<file path="src/assert_macros.svh">
// Assertion macros shared by the snapshot record parser modules.
`ifndef ASSERT_MACROS_SVH
`define ASSERT_MACROS_SVH

`ifndef NO_ASSERTIONS

`define MERP_ASSERT_IMPL(lbl, clk, rst_n, ante, cons, msg) \
    lbl: assert property (@(posedge clk) disable iff (!rst_n) (ante) |-> (cons)) \
        else $error(msg);

`define MERP_ASSERT_NEXT(lbl, clk, rst_n, ante, cons, msg) \
    lbl: assert property (@(posedge clk) disable iff (!rst_n) (ante) |=> (cons)) \
        else $error(msg);

`else

`define MERP_ASSERT_IMPL(lbl, clk, rst_n, ante, cons, msg)

`define MERP_ASSERT_NEXT(lbl, clk, rst_n, ante, cons, msg)

`endif

`endif

</file>
<file path="src/merp_pkg.sv">
// Types, field codes and field tables of the snapshot entity record parser.
package merp_pkg;

    localparam int RESULT_DEPTH = 4;
    localparam int NUM_FIELDS = 12;
    localparam int SCORE_BIT = 10;

    typedef enum logic [1:0] {
        PH_IDLE,
        PH_COUNT,
        PH_RECORD
    } phase_t;

    typedef enum logic [3:0] {
        FC_ID     = 4'd0,
        FC_MASK   = 4'd1,
        FC_TYPE   = 4'd2,
        FC_POSX   = 4'd3,
        FC_POSY   = 4'd4,
        FC_VELX   = 4'd5,
        FC_VELY   = 4'd6,
        FC_HEALTH = 4'd7,
        FC_STATUS = 4'd8,
        FC_ORIENT = 4'd9,
        FC_DEAD   = 4'd10,
        FC_SCORE  = 4'd11
    } field_code_t;

    typedef struct packed {
        logic [15:0] entity_index;
        logic [3:0]  field_code;
        logic [31:0] field_value;
        logic        entity_done;
        logic        parse_status;
    } result_t;

    // Byte length of each field.
    function automatic logic [2:0] field_len(input logic [3:0] code);
        logic [2:0] len;
        case (code)
            FC_ID, FC_ORIENT, FC_SCORE: len = 3'd4;
            FC_TYPE, FC_STATUS, FC_DEAD: len = 3'd1;
            default: len = 3'd2;
        endcase
        return len;
    endfunction

    // Presence-mask bit that selects an optional field.
    function automatic logic [3:0] field_bit(input logic [3:0] code);
        logic [3:0] pos;
        case (code)
            FC_POSX:   pos = 4'd1;
            FC_POSY:   pos = 4'd2;
            FC_VELX:   pos = 4'd3;
            FC_VELY:   pos = 4'd4;
            FC_HEALTH: pos = 4'd5;
            FC_STATUS: pos = 4'd6;
            FC_ORIENT: pos = 4'd7;
            FC_DEAD:   pos = 4'd8;
            FC_SCORE:  pos = 4'(SCORE_BIT);
            default:   pos = 4'd0;
        endcase
        return pos;
    endfunction

    // Next optional field present after code, or the id code if none is left.
    function automatic logic [3:0] next_field(input logic [3:0] code,
                                              input logic [15:0] mask);
        logic [3:0] found;
        logic       hit;
        found = FC_ID;
        hit = 1'b0;
        for (int k = 2; k < NUM_FIELDS; k++) begin
            if (!hit && 4'(k) > code && mask[field_bit(4'(k))]) begin
                found = 4'(k);
                hit = 1'b1;
            end
        end
        return found;
    endfunction

endpackage

</file>
<file path="src/merp_if.sv">
// Valid/ready channel interfaces for payload bytes and parse results.
interface merp_byte_if;
    logic       valid;
    logic       ready;
    logic [7:0] data_byte;
    logic       payload_start;
    logic       payload_end;

    modport source (output valid, output data_byte, output payload_start,
                    output payload_end, input ready);
    modport sink (input valid, input data_byte, input payload_start,
                  input payload_end, output ready);
endinterface

interface merp_result_if;
    logic        valid;
    logic        ready;
    logic [15:0] entity_index;
    logic [3:0]  field_code;
    logic [31:0] field_value;
    logic        entity_done;
    logic        parse_status;

    modport source (output valid, output entity_index, output field_code,
                    output field_value, output entity_done, output parse_status,
                    input ready);
    modport sink (input valid, input entity_index, input field_code,
                  input field_value, input entity_done, input parse_status,
                  output ready);
endinterface

</file>
<file path="src/merp_result_fifo.sv">
// Small result queue that takes up to two results per cycle and gives one.
`include "assert_macros.svh"

module merp_result_fifo #(
    parameter int Depth = merp_pkg::RESULT_DEPTH
) (
    input  logic              clk,
    input  logic              rst_n,
    input  logic [1:0]        push_n,
    input  merp_pkg::result_t wdata0,
    input  merp_pkg::result_t wdata1,
    input  logic              pop,
    output merp_pkg::result_t rdata,
    output logic              not_empty,
    output logic              has_room
);

    localparam int PtrW = (Depth > 1) ? $clog2(Depth) : 1;
    localparam int CntW = $clog2(Depth + 1);

    merp_pkg::result_t mem [Depth];

    logic [PtrW-1:0] wptr_reg, wptr_next;
    logic [PtrW-1:0] rptr_reg, rptr_next;
    logic [CntW-1:0] count_reg, count_next;
    logic [PtrW-1:0] wptr_inc;

    function automatic logic [PtrW-1:0] ptr_inc(input logic [PtrW-1:0] p);
        return (p == PtrW'(Depth - 1)) ? '0 : p + 1'b1;
    endfunction

    assign wptr_inc = ptr_inc(wptr_reg);
    assign rdata = mem[rptr_reg];
    assign not_empty = (count_reg != '0);
    // Room for the worst case of two results from one byte.
    assign has_room = (count_reg <= CntW'(Depth - 2));

    always_comb
    begin
        case (push_n)
            2'd1: wptr_next = wptr_inc;
            2'd2: wptr_next = ptr_inc(wptr_inc);
            default: wptr_next = wptr_reg;
        endcase
        rptr_next = pop ? ptr_inc(rptr_reg) : rptr_reg;
        count_next = count_reg + CntW'(push_n) - CntW'(pop);
    end

    always_ff @(posedge clk)
    begin
        if (push_n != 2'd0)
        begin
            mem[wptr_reg] <= wdata0;
        end
        if (push_n == 2'd2)
        begin
            mem[wptr_inc] <= wdata1;
        end
    end

    always_ff @(posedge clk or negedge rst_n)
    begin
        if (!rst_n)
        begin
            wptr_reg  <= '0;
            rptr_reg  <= '0;
            count_reg <= '0;
        end
        else
        begin
            wptr_reg  <= wptr_next;
            rptr_reg  <= rptr_next;
            count_reg <= count_next;
        end
    end

    `MERP_ASSERT_IMPL(a_push_fits, clk, rst_n, push_n != 2'd0, has_room, "result queue overflow")
    `MERP_ASSERT_IMPL(a_pop_nonempty, clk, rst_n, pop, not_empty, "pop from empty result queue")
    `MERP_ASSERT_NEXT(a_count_track, clk, rst_n, 1'b1, count_reg == $past(count_reg) + CntW'($past(push_n)) - CntW'($past(pop)), "result count mismatch")

endmodule

</file>
<file path="src/masked_entity_record_parser.sv">
// Top level of the snapshot entity record parser.
//
// The payload channel carries one snapshot payload byte per transfer, with
// payload_start on the first byte and payload_end on the last. The byte
// stream is a big-endian 16-bit entity count followed by that many records
// (32-bit id, 16-bit presence mask, then the optional fields the mask selects).
// The result channel gives one transfer per completed field, tagged with the
// entity index and field code, plus one error result when the payload ends
// inside the count, inside a record or before all entities have arrived.
// A byte is parsed in the cycle it is taken; its results are written to the
// result queue, which drives the result channel. One byte is taken per cycle
// while the four-entry result queue has room for two results, so the sustained
// rate is one byte per cycle; a byte that causes two results queues both, and
// the result channel gives them one per transfer. When the receiver stalls,
// results wait in the queue and the payload channel drops ready once fewer than
// two entries are free. Reset returns the parser to idle with an empty queue;
// bytes are ignored until the next payload_start.
`include "assert_macros.svh"

module masked_entity_record_parser #(
    parameter int ResultDepth = merp_pkg::RESULT_DEPTH
) (
    input logic          clk,
    input logic          rst_n,
    merp_byte_if.sink    payload,
    merp_result_if.source result
);

    merp_pkg::phase_t phase_reg, phase_next, phase_step, phase_eff;

    logic [15:0] ent_reg, ent_next;
    logic [15:0] rec_reg, rec_next;
    logic [15:0] mask_reg, mask_next;
    logic [3:0]  cur_reg, cur_next;
    logic [2:0]  bytes_reg, bytes_next;
    logic [31:0] asm_reg, asm_next;

    // Values after the byte is consumed, before the end-of-payload check.
    logic [15:0] ent_step, rec_step, mask_step, ent_base, rec_base, mask_base;
    logic [3:0]  cur_step, cur_base;
    logic [2:0]  bytes_step, bytes_base, cnt;
    logic [31:0] asm_step, asm_base, asm_shift;

    logic [3:0]  code, nx;
    logic [2:0]  len;
    logic [31:0] value;
    logic [15:0] mask_upd;
    logic        count_done, field_done, last_field;

    logic              accept;
    logic              res0_valid, res1_valid;
    logic [1:0]        push_n;
    merp_pkg::result_t res0, res1, wdata0, wdata1, rdata;
    logic              not_empty, has_room;

    assign accept = payload.valid && payload.ready;
    assign payload.ready = has_room;

    // Per-byte field assembly.
    always_comb
    begin
        if (payload.payload_start)
        begin
            phase_eff  = merp_pkg::PH_COUNT;
            ent_base   = '0;
            rec_base   = '0;
            mask_base  = '0;
            cur_base   = merp_pkg::FC_ID;
            bytes_base = '0;
            asm_base   = '0;
        end
        else
        begin
            phase_eff  = phase_reg;
            ent_base   = ent_reg;
            rec_base   = rec_reg;
            mask_base  = mask_reg;
            cur_base   = cur_reg;
            bytes_base = bytes_reg;
            asm_base   = asm_reg;
        end

        asm_shift = {asm_base[23:0], payload.data_byte};
        cnt = bytes_base + 3'd1;
        code = (cur_base < 4'(merp_pkg::NUM_FIELDS)) ? cur_base : merp_pkg::FC_ID;
        len = merp_pkg::field_len(code);

        count_done = (phase_eff == merp_pkg::PH_COUNT) && (cnt >= 3'd2);
        field_done = (phase_eff == merp_pkg::PH_RECORD) && (cnt >= len);

        case (len)
            3'd1: value = {24'd0, asm_shift[7:0]};
            3'd2:
            begin
                if (code >= merp_pkg::FC_POSX && code <= merp_pkg::FC_HEALTH)
                begin
                    value = {{16{asm_shift[15]}}, asm_shift[15:0]};
                end
                else
                begin
                    value = {16'd0, asm_shift[15:0]};
                end
            end
            default: value = asm_shift;
        endcase

        mask_upd = (code == merp_pkg::FC_MASK) ? asm_shift[15:0] : mask_base;
        nx = (code == merp_pkg::FC_ID) ? merp_pkg::FC_MASK
                                       : merp_pkg::next_field(code, mask_upd);
        last_field = (nx == merp_pkg::FC_ID);

        ent_step   = ent_base;
        rec_step   = rec_base;
        mask_step  = mask_base;
        cur_step   = cur_base;
        bytes_step = bytes_base;
        asm_step   = asm_base;

        if (phase_eff == merp_pkg::PH_COUNT)
        begin
            asm_step   = asm_shift;
            bytes_step = cnt;
            if (count_done)
            begin
                ent_step   = asm_shift[15:0];
                asm_step   = '0;
                bytes_step = '0;
                cur_step   = merp_pkg::FC_ID;
                rec_step   = '0;
            end
        end
        else if (phase_eff == merp_pkg::PH_RECORD)
        begin
            asm_step   = asm_shift;
            bytes_step = cnt;
            if (field_done)
            begin
                asm_step   = '0;
                bytes_step = '0;
                mask_step  = mask_upd;
                if (!last_field)
                begin
                    cur_step = nx;
                end
                else
                begin
                    cur_step  = merp_pkg::FC_ID;
                    mask_step = '0;
                    ent_step  = ent_base - 16'd1;
                    rec_step  = rec_base + 16'd1;
                end
            end
        end
    end

    // Parse phase, next state.
    always_comb
    begin
        phase_step = phase_eff;
        case (phase_eff)
            merp_pkg::PH_COUNT:
            begin
                if (count_done)
                begin
                    phase_step = (asm_shift[15:0] == 16'd0) ? merp_pkg::PH_IDLE
                                                            : merp_pkg::PH_RECORD;
                end
            end
            merp_pkg::PH_RECORD:
            begin
                if (field_done && last_field && ent_base == 16'd1)
                begin
                    phase_step = merp_pkg::PH_IDLE;
                end
            end
            default: phase_step = merp_pkg::PH_IDLE;
        endcase

        if (!accept)
        begin
            phase_next = phase_reg;
        end
        else if (payload.payload_end)
        begin
            phase_next = merp_pkg::PH_IDLE;
        end
        else
        begin
            phase_next = phase_step;
        end
    end

    // Results and register updates.
    always_comb
    begin
        res0.entity_index = rec_base;
        res0.field_code   = code;
        res0.field_value  = value;
        res0.entity_done  = last_field;
        res0.parse_status = 1'b0;
        res0_valid = accept && field_done;

        // A truncated count reports entity 0 and the id code.
        res1.entity_index = (phase_step == merp_pkg::PH_RECORD) ? rec_step : 16'd0;
        res1.field_code   = (phase_step == merp_pkg::PH_RECORD) ? cur_step
                                                                : merp_pkg::FC_ID;
        res1.field_value  = '0;
        res1.entity_done  = 1'b0;
        res1.parse_status = 1'b1;
        res1_valid = accept && payload.payload_end && (phase_step != merp_pkg::PH_IDLE);

        push_n = 2'(res0_valid) + 2'(res1_valid);
        wdata0 = res0_valid ? res0 : res1;
        wdata1 = res1;

        if (accept)
        begin
            ent_next  = ent_step;
            rec_next  = rec_step;
            mask_next = mask_step;
            cur_next  = cur_step;
            if (payload.payload_end)
            begin
                bytes_next = '0;
                asm_next   = '0;
            end
            else
            begin
                bytes_next = bytes_step;
                asm_next   = asm_step;
            end
        end
        else
        begin
            ent_next   = ent_reg;
            rec_next   = rec_reg;
            mask_next  = mask_reg;
            cur_next   = cur_reg;
            bytes_next = bytes_reg;
            asm_next   = asm_reg;
        end
    end

    always_ff @(posedge clk or negedge rst_n)
    begin
        if (!rst_n)
        begin
            phase_reg <= merp_pkg::PH_IDLE;
            ent_reg   <= '0;
            rec_reg   <= '0;
            mask_reg  <= '0;
            cur_reg   <= merp_pkg::FC_ID;
            bytes_reg <= '0;
            asm_reg   <= '0;
        end
        else
        begin
            phase_reg <= phase_next;
            ent_reg   <= ent_next;
            rec_reg   <= rec_next;
            mask_reg  <= mask_next;
            cur_reg   <= cur_next;
            bytes_reg <= bytes_next;
            asm_reg   <= asm_next;
        end
    end

    merp_result_fifo #(
        .Depth (ResultDepth)
    ) u_fifo (
        .clk       (clk),
        .rst_n     (rst_n),
        .push_n    (push_n),
        .wdata0    (wdata0),
        .wdata1    (wdata1),
        .pop       (result.valid && result.ready),
        .rdata     (rdata),
        .not_empty (not_empty),
        .has_room  (has_room)
    );

    assign result.valid        = not_empty;
    assign result.entity_index = rdata.entity_index;
    assign result.field_code   = rdata.field_code;
    assign result.field_value  = rdata.field_value;
    assign result.entity_done  = rdata.entity_done;
    assign result.parse_status = rdata.parse_status;

    `MERP_ASSERT_IMPL(a_idle_clear, clk, rst_n, phase_reg == merp_pkg::PH_IDLE, bytes_reg == 3'd0 && asm_reg == 32'd0, "idle parser holds partial field")
    `MERP_ASSERT_IMPL(a_record_left, clk, rst_n, phase_reg == merp_pkg::PH_RECORD, ent_reg != 16'd0, "record phase with no entities left")
    `MERP_ASSERT_IMPL(a_count_bytes, clk, rst_n, phase_reg == merp_pkg::PH_COUNT, bytes_reg < 3'd2, "count phase overran two bytes")

endmodule

</file>
<file path="src/flat_wrapper.sv">
// flat-port wrapper written by rule: the top's interface ports become plain ports
module masked_entity_record_parser_flat 
#(
    parameter int ResultDepth = merp_pkg::RESULT_DEPTH
)
  (clk, rst_n, payload_valid, payload_data_byte, payload_payload_start, payload_payload_end, payload_ready, result_valid, result_entity_index, result_field_code, result_field_value, result_entity_done, result_parse_status, result_ready);
  merp_byte_if payload_i ();
  merp_result_if result_i ();
  input logic clk;
  input logic rst_n;
  input wire logic [$bits(payload_i.valid)-1:0] payload_valid;
  input wire logic [$bits(payload_i.data_byte)-1:0] payload_data_byte;
  input wire logic [$bits(payload_i.payload_start)-1:0] payload_payload_start;
  input wire logic [$bits(payload_i.payload_end)-1:0] payload_payload_end;
  output wire logic [$bits(payload_i.ready)-1:0] payload_ready;
  output wire logic [$bits(result_i.valid)-1:0] result_valid;
  output wire logic [$bits(result_i.entity_index)-1:0] result_entity_index;
  output wire logic [$bits(result_i.field_code)-1:0] result_field_code;
  output wire logic [$bits(result_i.field_value)-1:0] result_field_value;
  output wire logic [$bits(result_i.entity_done)-1:0] result_entity_done;
  output wire logic [$bits(result_i.parse_status)-1:0] result_parse_status;
  input wire logic [$bits(result_i.ready)-1:0] result_ready;
  assign payload_i.valid = payload_valid;
  assign payload_i.data_byte = payload_data_byte;
  assign payload_i.payload_start = payload_payload_start;
  assign payload_i.payload_end = payload_payload_end;
  assign payload_ready = payload_i.ready;
  assign result_valid = result_i.valid;
  assign result_entity_index = result_i.entity_index;
  assign result_field_code = result_i.field_code;
  assign result_field_value = result_i.field_value;
  assign result_entity_done = result_i.entity_done;
  assign result_parse_status = result_i.parse_status;
  assign result_i.ready = result_ready;
  masked_entity_record_parser #(.ResultDepth(ResultDepth)) u_core (.clk(clk), .rst_n(rst_n), .payload(payload_i), .result(result_i));
endmodule
</file>
<file path="config.mk">
export PLATFORM = sky130hd
export DESIGN_NAME = masked_entity_record_parser_flat
export DESIGN_NICKNAME = d
export VERILOG_FILES = /design/src/merp_pkg.sv /design/src/merp_if.sv /design/src/merp_result_fifo.sv /design/src/masked_entity_record_parser.sv /design/src/flat_wrapper.sv
export VERILOG_INCLUDE_DIRS = /design/src /design/src/src
export SDC_FILE = /design/constraint.sdc
export NUM_CORES = 1
export LEC_CHECK = 0
export ABC_AREA = 0
export BUFFER_PORTS_ARGS = -buffer_cell sky130_fd_sc_hd__buf_4
export CAP_MARGIN = 0
export CORE_UTILIZATION = 40
export CTS_CLUSTER_DIAMETER = 200
export CTS_CLUSTER_SIZE = 16
export DETAILED_ROUTE_END_ITERATION = 12
export GPL_ROUTABILITY_DRIVEN = 0
export PLACE_DENSITY_LB_ADDON = 0.08
export SLEW_MARGIN = 20
export SYNTH_ARGS = -nofsm -noshare
export SYNTH_HDL_FRONTEND = slang
export SYNTH_HIERARCHICAL = 1
export SYNTH_SLANG_ARGS = --single-unit
</file>
<file path="constraint.sdc">
create_clock -name clk -period 16.2 [get_ports clk]
set_input_delay 0.81 -clock clk [delete_from_list [all_inputs] [get_ports clk]]
set_output_delay 0.81 -clock clk [all_outputs]
set_load 0.005 [all_outputs]
</file>
==> flow_summary.yaml <==
cts:
  cts_sinks: 298
  cts_max_level: 1
  cts_hold_buf: 0
  root_buffer: "clkbuf_16"
  post_cts_buffers: 0
  cts.reportedPaths.clkPinSlew_ns: 0.07
  cts_inserted_buffers: 22
  clock_latency_ns: 0.55
  tritoncts: "done"
  clockBufferDepth: 3
  cts_resized: 0
routing:
  vias: 12563
  route.detailed.drc: 0
  via_per_inst: 5.62
  routed_wl_mm: 50.4
  ant_nets: 0
  drt_iter0_markers: 1022
  dr.pass1.iters: 7
  wire_per_inst_um: 22.5
hold_path:
  hold_path_class: "in -> async"
sta:
  slew_headroom_pct: 32.5
  fin_crit_sh_pct: 58.5
  final.min_clock_period_ns: 9.48
  tightest_slew_ns: 1.00
  clock_skew_ns: 0.0195
  grt_setup_unrepaired: "no"
  finalSetupViolCount: 0
  fmax_mhz: 105
  final-hold-violation-count: 0
  slew_violations: 0
  setup_tns_ns: 0
placement:
  place_area_mm2: 0.0189
  dp_cells: 2197
  port_buffers: 69
  dpl.hpwl_mm: 32.4
cells_and_area:
  fillCellCount: 4126
  drive_gt1_share_pct: 23.2
  area_growth_pct: 11.7
  largest_reg_flops: 216
  utilization_pct: 45.4
  fin_cells: 2237
  num-nets-final: 1677
  diodes: 0
  stdcell_area_mm2: 0.0196
pwr:
  p_total_mw: 2.16
  p_leak_nw: 8.00
  peakVddDrop_v: 0.0000878
  p_per_area_mw_per_mm2: 110
setup_path:
  path_class: "in -> reg"
  rr_worst_depth: 19
  worstReg2RegStart: "u_core/cur_reg[2]"
  start_kind: "primary input"
  crit_arrival_ns: 9.64
  crit_path_end_kind: "flip-flop"
  r2r-end: "u_core/u_fifo/mem[2][50]"
  crit_family: "buffers and inverters"
  cp.required_ns: 16.36
  path_cells: "buf_4 -> inv_1 -> buf_4 -> nand2_1 -> inv_1 -> ha_1 -> o31ai_2 -> nand2_1 -> or2_2 -> ha_1 -> a21o_1 -> a21oi_1 -> nor2b_1 -> nand2_1 -> buf_4 -> clkinv_1 -> ha_1 -> inv_1 -> ha_1 -> nand2_4 -> o21ai_4 -> buf_4"
  cpMaxStageDelayCell: "a21oi_1"
  crit_fanout: 55
  reg2reg_slack_ns: 7.71
  critPathMaxStageDelay_ns: 0.68
  cp_num_buf_inv: 8
synth:
  synth.avg_cell_area_um2: 11.8
  syn_inst: 1485
  synth_warnings: 6
  ys_seq_area_share_pct: 48.7
  async_flop_share_pct: 27.5
  syn_area_mm2: 0.0175
  ys_seq_elements: 298
  synth_cell_types: 84
  synth_ff_type: "edfxtp_1"
  synth_edf_count: 216
floorplan:
  die_h_um: 211
  pin_count: 70
  dieArea_mm2: 0.0447
  core-area_mm2: 0.0432
  fp.dieW_um: 211
  rows: 76
  start_util_pct: 40.6
global_route:
  grt_max_degree: 56
  grt_overflow_total: 0
  antenna_found_initial: 0
  gr-usage-all-layers_pct: 22.9
  grt_pass1_vias: 12727
  grt_first_pass_wirelength_mm: 77.7
flow_run:
  maxCapViolations: 0
run_status:
  status: "completed"
-- kinds of logic (layout without fill, tap and decap cells) --
| family | Yosys count | count (layout) | share of synthesized area [%] |
|---|---|---|---|
| DFF | 298 | 298 | 48.7 |
| AOI/OAI and AO/OA | 312 | 312 | 11.7 |
| muxes | 282 | 282 | 21.5 |
| adders and majority gates | 27 | 27 | 1.97 |
| xor gates and xnor gates | 5 | 5 | 0.250 |
| other | 2 | 136 | 0.0428 |
| and+or+nand+nor | 421 | 421 | 11.7 |
| buffers and inverters | 138 | 171 | 4.12 |
-- layer usage --
metal	global-route usage [%]	share of wire, %
met5	0	0
met4	5.50	1.8
met3	3.20	5.0
met2	37.1	47
met1	32.4	46
-- layout by cell type, fill, tap and decap left out, types with 12 or more instances in the layout --
| master | instances |
|---|---|
| nor2_1 | 82 |
| clkbuf_16 | 23 |
| inv_1 | 38 |
| mux4_2 | 54 |
| buf_4 | 91 |
| conb_1 | 136 |
| a32o_1 | 13 |
| edfxtp_1 | 216 |
| a21oi_1 | 100 |
| o22ai_1 | 19 |
| clkbuf_1 | 16 |
| ha_1 | 25 |
| o211ai_1 | 12 |
| nand3_1 | 32 |
| and2_1 | 14 |
| and3_1 | 22 |
| dfrtp_1 | 80 |
| mux2_1 | 34 |
| mux2_2 | 186 |
| nand2_1 | 165 |
| nor3_1 | 18 |
| nand2b_1 | 12 |
| o21ai_0 | 56 |
| nor2b_1 | 15 |
-- worst max path at each step --
stage                          start                  endpoint  slack (ns)  cells after the start
6_report       payload_payload_start  u_core/u_fifo/mem[2][50]        6.72                     22
5_1_grt        payload_payload_start  u_core/u_fifo/mem[2][45]        6.18                     22
4_1_cts        payload_payload_start  u_core/u_fifo/mem[2][50]        6.87                     22
3_5_place_dp   payload_payload_start  u_core/u_fifo/mem[2][49]        6.29                     22
3_3_place_gp   payload_payload_start  u_core/u_fifo/mem[2][49]        6.57                     22
2_1_floorplan  payload_payload_start   u_core/u_fifo/mem[1][0]        6.53                     23
-- cell type report --
class	count	area (um^2)	area share, %
repair buffers	91	683	3.49
inverters	40	150	0.766
clock inverters	1	8.76	0.0447
flip-flops and latches	298	8540	43.6
multi-input cells	1183	8840	45.1
well taps	585	732	3.74
clock buffers	39	636	3.24
-- worst reg2reg max path, delay by kind of cell (launching register included) --
kind / cells / cell delay (ns)
buffers and inverters: 5 / 1.71
AND/OR/NAND/NOR: 6 / 2.39
flip-flops: 1 / 0.40
AO/OA/AOI/OAI: 4 / 1.93
adder cells (fa/ha/maj): 4 / 1.61
-- per-stage QoR --
stage | hold WS [ns] | setup WS [ns]
6_report | 0.279 | 6.72
5_1_grt | 0.294 | 6.18
4_1_cts | 0.278 | 6.87
3_5_place_dp | 0.459 | 6.29
3_3_place_gp | 0.456 | 6.57
2_1_floorplan | 0.439 | 6.53
-- where the power goes --
group	switching, mW	internal (mW)
registers	0.0930	0.861
logic	0.370	0.294
clock network	0.272	0.267
total	0.735	1.42
-- cell usage after synthesis (5+ instances only) --
| library cell | number | area share (%) |
|---|---|---|
| nand3_1 | 32 | 0.91 |
| a22o_1 | 11 | 0.55 |
| inv_1 | 38 | 0.81 |
| and2_1 | 14 | 0.50 |
| nor3_1 | 18 | 0.51 |
| edfxtp_1 | 216 | 37 |
| o211ai_1 | 12 | 0.51 |
| buf_6 | 21 | 1.3 |
| and3_1 | 22 | 0.78 |
| o221ai_1 | 5 | 0.25 |
| a32o_1 | 13 | 0.74 |
| a32oi_1 | 5 | 0.25 |
| mux2_1 | 34 | 2.2 |
| o21ai_0 | 60 | 1.7 |
| buf_4 | 8 | 0.34 |
| nor2b_1 | 15 | 0.53 |
| o22ai_1 | 19 | 0.68 |
| or3_1 | 6 | 0.21 |
| a2bb2oi_1 | 8 | 0.40 |
| nand2_1 | 166 | 3.6 |
| dfrtp_1 | 82 | 12 |
| nor2_1 | 82 | 1.8 |
| or4_1 | 5 | 0.21 |
| a21oi_1 | 100 | 2.9 |
| buf_1 | 7 | 0.15 |
| a211oi_1 | 10 | 0.43 |
| nand2b_1 | 12 | 0.43 |
| clkbuf_1 | 49 | 1.0 |
| xnor2_1 | 5 | 0.25 |
| a22oi_1 | 7 | 0.30 |
| o31ai_1 | 8 | 0.34 |
| nor4_1 | 5 | 0.18 |
| mux4_2 | 54 | 6.9 |
| nand4_1 | 9 | 0.32 |
| buf_2 | 13 | 0.37 |
| mux2_2 | 186 | 12 |
| ha_1 | 26 | 1.9 |
| mux2i_1 | 8 | 0.46 |
| a31oi_1 | 8 | 0.29 |
Note: power is estimated with default switching activity, not from simulation.
